===== src/hdl/pss_zc_pkg.sv =====
package pss_zc_pkg;

  localparam int SAMPLE_BITS = 16;
  localparam int MAX_BINS    = 2048;
  localparam int HALF_LEN    = 31;
  localparam int TAB_DEPTH   = 64;

  localparam logic [1:0] CFG_CELL_IDENTITY = 2'd0;
  localparam logic [1:0] CFG_FFT_SIZE      = 2'd1;
  localparam logic [1:0] CFG_RECEIVE_MODE  = 2'd2;

  localparam longint unsigned PI_Q32    = 64'd13493037705;
  localparam longint unsigned PHASE_MOD = 64'd126;
  localparam longint          SAMPLE_MAX = (64'sd1 <<< (SAMPLE_BITS - 1)) - 64'sd1;
  localparam int              ROUND_SHIFT = 31 - SAMPLE_BITS;

  // (2i-1)(2i) for the cosine series terms
  localparam longint unsigned TAYLOR_DIV [1:12] = '{
    64'd2, 64'd12, 64'd30, 64'd56, 64'd90, 64'd132,
    64'd182, 64'd240, 64'd306, 64'd380, 64'd462, 64'd552
  };

  typedef logic [SAMPLE_BITS-2:0] mag_t;
  typedef mag_t cos_tab_t [TAB_DEPTH];

  typedef struct packed {
    logic        vld;
    logic        hit;
    logic [11:0] m;
  } m_word_t;

  typedef struct packed {
    logic       vld;
    logic       hit;
    logic [4:0] h;
    logic       negc;
    logic       negs;
  } phase_word_t;

  // cos(pi*j/126), j = 0..63, Q1.(SAMPLE_BITS-1), saturated
  function automatic cos_tab_t build_cos_tab();
    cos_tab_t          tab;
    longint unsigned   x32;
    longint unsigned   x30;
    longint unsigned   x2;
    longint unsigned   term;
    longint            sum;
    longint            r;
    for (int j = 0; j < TAB_DEPTH; j++) begin
      x32  = (PI_Q32 * longint'(j) + 64'd63) / PHASE_MOD;
      x30  = (x32 + 64'd2) >> 2;
      x2   = (x30 * x30) >> 30;
      term = 64'd1 << 30;
      sum  = longint'(term);
      for (int i = 1; i <= 12; i++) begin
        term = ((term * x2) >> 30) / TAYLOR_DIV[i];
        if (i % 2 == 1) begin
          sum = sum - longint'(term);
        end else begin
          sum = sum + longint'(term);
        end
      end
      if (sum < 0) begin
        sum = 0;
      end
      r = (sum + (64'sd1 <<< (ROUND_SHIFT - 1))) >>> ROUND_SHIFT;
      if (r > SAMPLE_MAX) begin
        r = SAMPLE_MAX;
      end
      tab[j] = mag_t'(r);
    end
    return tab;
  endfunction

  localparam cos_tab_t COS_TAB = build_cos_tab();

  // x mod 126 for x below 8192: reciprocal estimate plus one correction
  function automatic logic [6:0] mod_126(input logic [12:0] x);
    logic [22:0] prod;
    logic [6:0]  q;
    logic [13:0] qm;
    logic [12:0] r;
    prod = 23'(x) * 23'd520;
    q    = prod[22:16];
    qm   = 14'(q) * 14'd126;
    r    = x - qm[12:0];
    if (r >= 13'd126) begin
      r = r - 13'd126;
    end
    return r[6:0];
  endfunction

  function automatic logic [5:0] root_of(input logic [1:0] cell_identity);
    logic [5:0] root;
    case (cell_identity)
      2'd0:    root = 6'd25;
      2'd1:    root = 6'd29;
      default: root = 6'd34;
    endcase
    return root;
  endfunction

endpackage


===== src/hdl/pss_zc_index.sv =====
module pss_zc_index #(
  parameter int MAX_BINS = pss_zc_pkg::MAX_BINS
) (
  input  logic                 clk_i,
  input  logic                 rst_ni,
  input  logic                 en_i,
  input  logic                 vld_i,
  input  logic [10:0]          bin_i,
  input  logic [11:0]          fft_size_i,
  output pss_zc_pkg::m_word_t  m_o
);

  localparam logic [12:0] MaxBins = 13'(MAX_BINS);
  localparam logic [12:0] HalfLen = 13'(pss_zc_pkg::HALF_LEN);

  logic                s1_vld_q, s1_vld_d;
  logic                s1_hit_q, s1_hit_d;
  logic [5:0]          s1_n_q, s1_n_d;
  pss_zc_pkg::m_word_t m_q, m_d;

  logic [12:0] fs;
  logic [12:0] b;
  logic [12:0] lo_edge;
  logic [12:0] n_hi;
  logic        in_range;
  logic [6:0]  a;
  logic [13:0] prod;

  always_comb begin
    fs       = ({1'b0, fft_size_i} > MaxBins) ? MaxBins : {1'b0, fft_size_i};
    b        = {2'b00, bin_i};
    lo_edge  = fs - HalfLen;
    n_hi     = b - lo_edge;
    in_range = (b >= 13'd1) && (b < fs);
    s1_vld_d = vld_i;
    s1_hit_d = 1'b0;
    s1_n_d   = '0;
    if (in_range && (b <= HalfLen)) begin
      s1_hit_d = 1'b1;
      s1_n_d   = 6'(b + HalfLen - 13'd1);
    end else if (in_range && (fs >= HalfLen) && (b >= lo_edge)) begin
      s1_hit_d = 1'b1;
      s1_n_d   = n_hi[5:0];
    end
  end

  // element index to m: n(n+1) below the punctured centre, (n+1)(n+2) above
  always_comb begin
    a       = (s1_n_q < 6'(pss_zc_pkg::HALF_LEN)) ? {1'b0, s1_n_q} : {1'b0, s1_n_q} + 7'd1;
    prod    = a * (a + 7'd1);
    m_d.vld = s1_vld_q;
    m_d.hit = s1_hit_q;
    m_d.m   = prod[11:0];
  end

  always_ff @(posedge clk_i or negedge rst_ni) begin
    if (!rst_ni) begin
      s1_vld_q <= 1'b0;
      m_q      <= '0;
    end else if (en_i) begin
      s1_vld_q <= s1_vld_d;
      m_q      <= m_d;
    end
  end

  always_ff @(posedge clk_i) begin
    if (en_i) begin
      s1_hit_q <= s1_hit_d;
      s1_n_q   <= s1_n_d;
    end
  end

  assign m_o = m_q;

endmodule


===== src/hdl/pss_zc_phase.sv =====
module pss_zc_phase (
  input  logic                    clk_i,
  input  logic                    rst_ni,
  input  logic                    en_i,
  input  pss_zc_pkg::m_word_t     m_i,
  input  logic [1:0]              cell_identity_i,
  input  logic                    receive_mode_i,
  output pss_zc_pkg::phase_word_t phase_o
);

  logic        s3_vld_q, s3_hit_q;
  logic [6:0]  s3_k1_q, s3_k1_d;
  logic        s4_vld_q, s4_hit_q;
  logic [12:0] s4_p_q, s4_p_d;
  pss_zc_pkg::phase_word_t ph_q, ph_d;

  logic [6:0] k;
  logic [6:0] k2;
  logic [5:0] h;
  logic       negs;
  logic       negc;

  assign s3_k1_d = pss_zc_pkg::mod_126({1'b0, m_i.m});
  assign s4_p_d  = 13'(s3_k1_q) * 13'(pss_zc_pkg::root_of(cell_identity_i));

  // fold the 126-point phase onto a quarter wave
  always_comb begin
    k        = pss_zc_pkg::mod_126(s4_p_q);
    negs     = k > 7'd63;
    k2       = negs ? 7'd126 - k : k;
    negc     = k2 > 7'd31;
    h        = negc ? 6'd63 - k2[5:0] : k2[5:0];
    ph_d.vld  = s4_vld_q;
    ph_d.hit  = s4_hit_q;
    ph_d.h    = h[4:0];
    ph_d.negc = negc;
    ph_d.negs = negs ^ ~receive_mode_i;
  end

  always_ff @(posedge clk_i or negedge rst_ni) begin
    if (!rst_ni) begin
      s3_vld_q <= 1'b0;
      s4_vld_q <= 1'b0;
      ph_q     <= '0;
    end else if (en_i) begin
      s3_vld_q <= m_i.vld;
      s4_vld_q <= s3_vld_q;
      ph_q     <= ph_d;
    end
  end

  always_ff @(posedge clk_i) begin
    if (en_i) begin
      s3_hit_q  <= m_i.hit;
      s3_k1_q   <= s3_k1_d;
      s4_hit_q  <= s3_hit_q;
      s4_p_q    <= s4_p_d;
    end
  end

  assign phase_o = ph_q;

endmodule


===== src/hdl/pss_zc_lut.sv =====
module pss_zc_lut (
  input  logic                                  clk_i,
  input  logic                                  rst_ni,
  input  logic                                  en_i,
  input  pss_zc_pkg::phase_word_t               phase_i,
  output logic                                  vld_o,
  output logic signed [pss_zc_pkg::SAMPLE_BITS-1:0] real_o,
  output logic signed [pss_zc_pkg::SAMPLE_BITS-1:0] imag_o,
  output logic                                  hit_o
);

  logic                                      vld_q;
  logic                                      hit_q;
  logic signed [pss_zc_pkg::SAMPLE_BITS-1:0] re_q, re_d;
  logic signed [pss_zc_pkg::SAMPLE_BITS-1:0] im_q, im_d;

  logic [5:0]                                j_re;
  logic [5:0]                                j_im;
  logic signed [pss_zc_pkg::SAMPLE_BITS-1:0] re_pos;
  logic signed [pss_zc_pkg::SAMPLE_BITS-1:0] im_pos;

  // cosine at 2h, sine at 63-2h of the half-step table
  always_comb begin
    j_re   = {phase_i.h, 1'b0};
    j_im   = {~phase_i.h, 1'b1};
    re_pos = $signed({1'b0, pss_zc_pkg::COS_TAB[j_re]});
    im_pos = $signed({1'b0, pss_zc_pkg::COS_TAB[j_im]});
    re_d   = '0;
    im_d   = '0;
    if (phase_i.hit) begin
      re_d = phase_i.negc ? -re_pos : re_pos;
      im_d = phase_i.negs ? -im_pos : im_pos;
    end
  end

  always_ff @(posedge clk_i or negedge rst_ni) begin
    if (!rst_ni) begin
      vld_q <= 1'b0;
    end else if (en_i) begin
      vld_q <= phase_i.vld;
    end
  end

  always_ff @(posedge clk_i) begin
    if (en_i) begin
      hit_q <= phase_i.hit;
      re_q  <= re_d;
      im_q  <= im_d;
    end
  end

  assign vld_o  = vld_q;
  assign real_o = re_q;
  assign imag_o = im_q;
  assign hit_o  = hit_q;

endmodule


===== src/hdl/lte_pss_zadoff_chu_bin_generator.sv =====
// Pipeline: six register stages between the bin input and the shown word.
// Throughput: one bin per cycle; the whole pipe holds while a shown word is stalled.
// Reset (asynchronous, active low) empties the pipe and sets cell identity 0,
// FFT size 128 and transmit mode.
module lte_pss_zadoff_chu_bin_generator #(
  parameter int MAX_BINS = pss_zc_pkg::MAX_BINS
) (
  input  logic                                      clk_i,
  input  logic                                      rst_ni,
  input  logic                                      in_valid_i,
  output logic                                      in_stall_o,
  input  logic [10:0]                               bin_index_i,
  output logic                                      out_valid_o,
  input  logic                                      out_stall_i,
  output logic signed [pss_zc_pkg::SAMPLE_BITS-1:0] real_value_o,
  output logic signed [pss_zc_pkg::SAMPLE_BITS-1:0] imag_value_o,
  output logic                                      carries_pss_o,
  input  logic                                      cfg_valid_i,
  output logic                                      cfg_ready_o,
  input  logic [1:0]                                cfg_index_i,
  input  logic [11:0]                               cfg_data_i
);

  logic [1:0]  cell_identity_q;
  logic [11:0] fft_size_q;
  logic        receive_mode_q;
  logic        en;

  pss_zc_pkg::m_word_t     m_word;
  pss_zc_pkg::phase_word_t phase_word;

  assign cfg_ready_o = 1'b1;
  assign en          = ~out_valid_o | ~out_stall_i;
  assign in_stall_o  = ~en;

  always_ff @(posedge clk_i or negedge rst_ni) begin
    if (!rst_ni) begin
      cell_identity_q <= 2'd0;
      fft_size_q      <= 12'd128;
      receive_mode_q  <= 1'b0;
    end else if (cfg_valid_i && cfg_ready_o) begin
      case (cfg_index_i)
        pss_zc_pkg::CFG_CELL_IDENTITY: cell_identity_q <= cfg_data_i[1:0];
        pss_zc_pkg::CFG_FFT_SIZE:      fft_size_q      <= cfg_data_i;
        pss_zc_pkg::CFG_RECEIVE_MODE:  receive_mode_q  <= cfg_data_i[0];
        default: ;
      endcase
    end
  end

  pss_zc_index #(
    .MAX_BINS(MAX_BINS)
  ) u_index (
    .clk_i     (clk_i),
    .rst_ni    (rst_ni),
    .en_i      (en),
    .vld_i     (in_valid_i),
    .bin_i     (bin_index_i),
    .fft_size_i(fft_size_q),
    .m_o       (m_word)
  );

  pss_zc_phase u_phase (
    .clk_i          (clk_i),
    .rst_ni         (rst_ni),
    .en_i           (en),
    .m_i            (m_word),
    .cell_identity_i(cell_identity_q),
    .receive_mode_i (receive_mode_q),
    .phase_o        (phase_word)
  );

  pss_zc_lut u_lut (
    .clk_i  (clk_i),
    .rst_ni (rst_ni),
    .en_i   (en),
    .phase_i(phase_word),
    .vld_o  (out_valid_o),
    .real_o (real_value_o),
    .imag_o (imag_value_o),
    .hit_o  (carries_pss_o)
  );

endmodule


===== config.mk =====
export PLATFORM = sky130hd
export DESIGN_NAME = lte_pss_zadoff_chu_bin_generator
export DESIGN_NICKNAME = d
export VERILOG_FILES = /design/src/hdl/pss_zc_pkg.sv /design/src/hdl/pss_zc_index.sv /design/src/hdl/pss_zc_phase.sv /design/src/hdl/pss_zc_lut.sv /design/src/hdl/lte_pss_zadoff_chu_bin_generator.sv
export SDC_FILE = /design/constraint.sdc
export NUM_CORES = 1
export LEC_CHECK = 0
export BUFFER_PORTS_ARGS = -buffer_cell sky130_fd_sc_hd__buf_2
export CORE_MARGIN = 2
export CORE_UTILIZATION = 58
export CTS_BUF_LIST = sky130_fd_sc_hd__clkbuf_8 sky130_fd_sc_hd__clkbuf_16
export CTS_CLUSTER_SIZE = 20
export DETAILED_ROUTE_END_ITERATION = 8
export GPL_ROUTABILITY_DRIVEN = 0
export PLACE_DENSITY = 0.81
export SLEW_MARGIN = 5
export SYNTH_ARGS = -nofsm -noshare
export SYNTH_HDL_FRONTEND = slang
export SYNTH_HIERARCHICAL = 1
export SYNTH_SLANG_ARGS = --single-unit

===== constraint.sdc =====
create_clock -name clk_i -period 8.5 [get_ports clk_i]
set_clock_uncertainty 0.05 [all_clocks]
set_input_delay 1.7 -clock clk_i [delete_from_list [all_inputs] [get_ports clk_i]]
set_output_delay 1.7 -clock clk_i [all_outputs]
set_load 0.05 [all_outputs]

==> results.cfg <==
[outcome]
status = completed

[placement]
numPortBuffers = 64
dpl_worst_slack_ns = -0.320
place_area_sq_um = 14400
dp_hpwl_mm = 23.3

[detailed_routing]
drt-vias-per-instance = 5.88
met3_length_mm = 1.81
wl_mm = 30.7
drc_errors = 0
met1_length_mm = 12.7
wl_per_cell_um = 16.4
ant_nets = 0
num_vias = 11000
route.top_layer_used = met4
first_pass_iters = 5
drtIter0Drc = 654
dr_wl_met2_mm = 15.4

[sta]
max-slew-margin-rel_pct = 21.7
timing.final.ws_setup_ns = 0.165
fin_tns_setup_ns = 0
fmax_mhz = 120
worst_slew_pin_slew_ns = 1.17
final.min_clock_period_ns = 8.33
setup_violations = 0
final_hold_viol_count = 0
rsz0062_at_grt = yes
fin_crit_sh_pct = 98.1
slew_viol_final = 0

[worst_setup_path]
slowest_stage = fa_2
required_ns = 8.68
worstSetupEndpointType = flip-flop
path_class = reg -> reg
cp_top_family = adder cells
worstPathMaxFanout = 6
max_stage_delay_ns = 0.53
cp-start-kind = flip-flop
arrival_ns = 8.51
worst-path-buf-inv = 4

[global_route]
grt_antenna_before_repair = 0
grt_max_degree = 70
overflow = 0
grt_pass1_wl_mm = 50.1
grt_pass1_vias = 10700
grtUsageTotal_pct = 24.7

[floorplanning]
die_x_um = 158
io_pins = 66
dieHeight_um = 158
rows = 56
start_util_pct = 58.9
core-area_sq_um = 23300
die_area_sq_um = 24900

[synthesis]
synth_edf_count = 62
syn_inst = 1487
synthesis.area_sq_um = 13700
ys_seq_area_share_pct = 21.0
yosys_warnings = 6
synthFlopType = edfxtp_1
synth.avg_cell_area_sq_um = 9.24
synth_seq_cells = 103
synth_async_sr_flop_share_pct = 39.8
ys_types = 99

[clock_network]
cts_buffer_depth = 2
clock_sinks = 103
cts_made_buffers = 9
hold_buffers = 0
htree_levels = 3
cts_root_buf = clkbuf_16
insertion_delay_ns = 0.36
path_clk_slew_ns = 0.08
cts_tree = built

[cells_and_area]
nets = 1835
area_delta_synth_final_pct = 9.31
design_area_sq_um = 15000
drive_gt1_share_pct = 16.8
final_common_cell = ha_1
layout_common_cells = 180 x ha_1, 139 x inv_1, 110 x nor2_1, 74 x nand2_1, 70 x fa_1

[run]
cap_violations = 0

[worst_hold_path]
holdCritPathClass = reg -> reg
-- kinds of logic after synthesis --
logic type,Yosys count,share of synthesized area (%)
flip-flops,103,21.0
other,3,0.0819
buffers and inverters,205,6.26
multiplexers,61,5.28
XOR/XNOR,114,7.53
AND/OR/NAND/NOR,440,17.0
AO/OA/AOI/OAI,300,15.2
adder cells (fa/ha/maj),261,27.7
-- layer usage --
| metal | vias up | GRT usage [%] |
|---|---|---|
| met2 | 368 | 43.8 |
| met5 | - | 0 |
| met1 | 5237 | 31.2 |
| met3 | 68 | 3.42 |
| met4 | 0 | 7.58 |
| li1 | 5323 | - |
-- path summary, 6_finish.rpt --
| path | startpoint | end | slack (ns) | depth (start not counted) |
|---|---|---|---|---|
| setup / recovery | u_phase/s4_p_q[8] | u_phase/phase_o[5] | 0.17 | 42 |
| hold / removal | u_phase/s3_hit_q | u_phase/s4_hit_q | 0.38 | 0 |
| setup reg to reg | u_phase/s4_p_q[8] | u_phase/phase_o[5] | 0.17 | 42 |
| hold reg to reg | u_phase/s3_hit_q | u_phase/s4_hit_q | 0.38 | 0 |
| max in group asynchronous | rst_ni | u_phase/phase_o[4] | 6.30 | 1 |
| min in group asynchronous | rst_ni | u_index/m_o[8] | 1.43 | 1 |
-- cells in the mapped netlist, drive strengths merged, types with 21 or more instances --
cell type  count  area, sq um
inv          151          567
nor2b         35          219
xor2          39          364
clkbuf        27          101
xnor2         74          648
edfxtp        62         1860
nor2         116          438
nand3         32          160
o21ai         60          304
a21oi         65          333
fa            72         1440
nand2b        40          250
mux2          39          480
a21o          28          210
dfrtp         40         1000
buf           24          153
and2          26          165
ha           188         2350
nand2         79          312
or2           21          131
-- registers in the layout, indices dropped and copies added (netlist names), 2 cells and up --
register / flops
u_index/s1_n_q: 6
u_lut/real_o: 16
cell_identity_q: 2
u_phase/s4_p_q: 13
u_lut/imag_o: 16
u_phase/s3_k1_q: 7
fft_size_q: 12
u_index/m_o: 13
u_phase/phase_o: 9
-- cell type report --
class / instances / area (sq um)
multi-input combinational: 1180 / 10300
fill: 1879 / 8310
sequential: 103 / 2890
inverter: 153 / 577
timing repair buffer: 98 / 576
tap: 319 / 399
clock buffer: 9 / 225
clock inverter: 7 / 52.6
antenna: 1 / 2.50
-- timing repair --
| item | CTS | global route |
|---|---|---|
| hold endpoints to repair | 0 | 0 |
| endpoints found under the setup margin | 6 | 7 |
| gates resized for setup | 8 | 58 |
| pin swaps | 3 | 55 |
| buffers inserted | 0 | 9 |
-- through the flow --
step / utilization [%] / std cells / hold slack [ns]
detailed placement: 61.6 / 1844 / 0.365
CTS: 62.9 / 1860 / 0.378
floorplan: - / 1488 / 0.350
global placement: 61.6 / 1844 / 0.359
global route: 64.4 / 1869 / 0.394
finish: 64.4 / 1870 / 0.377
Power is not shown: default switching activity piles up to over one toggle a cycle in this logic, so the estimate is an artifact.
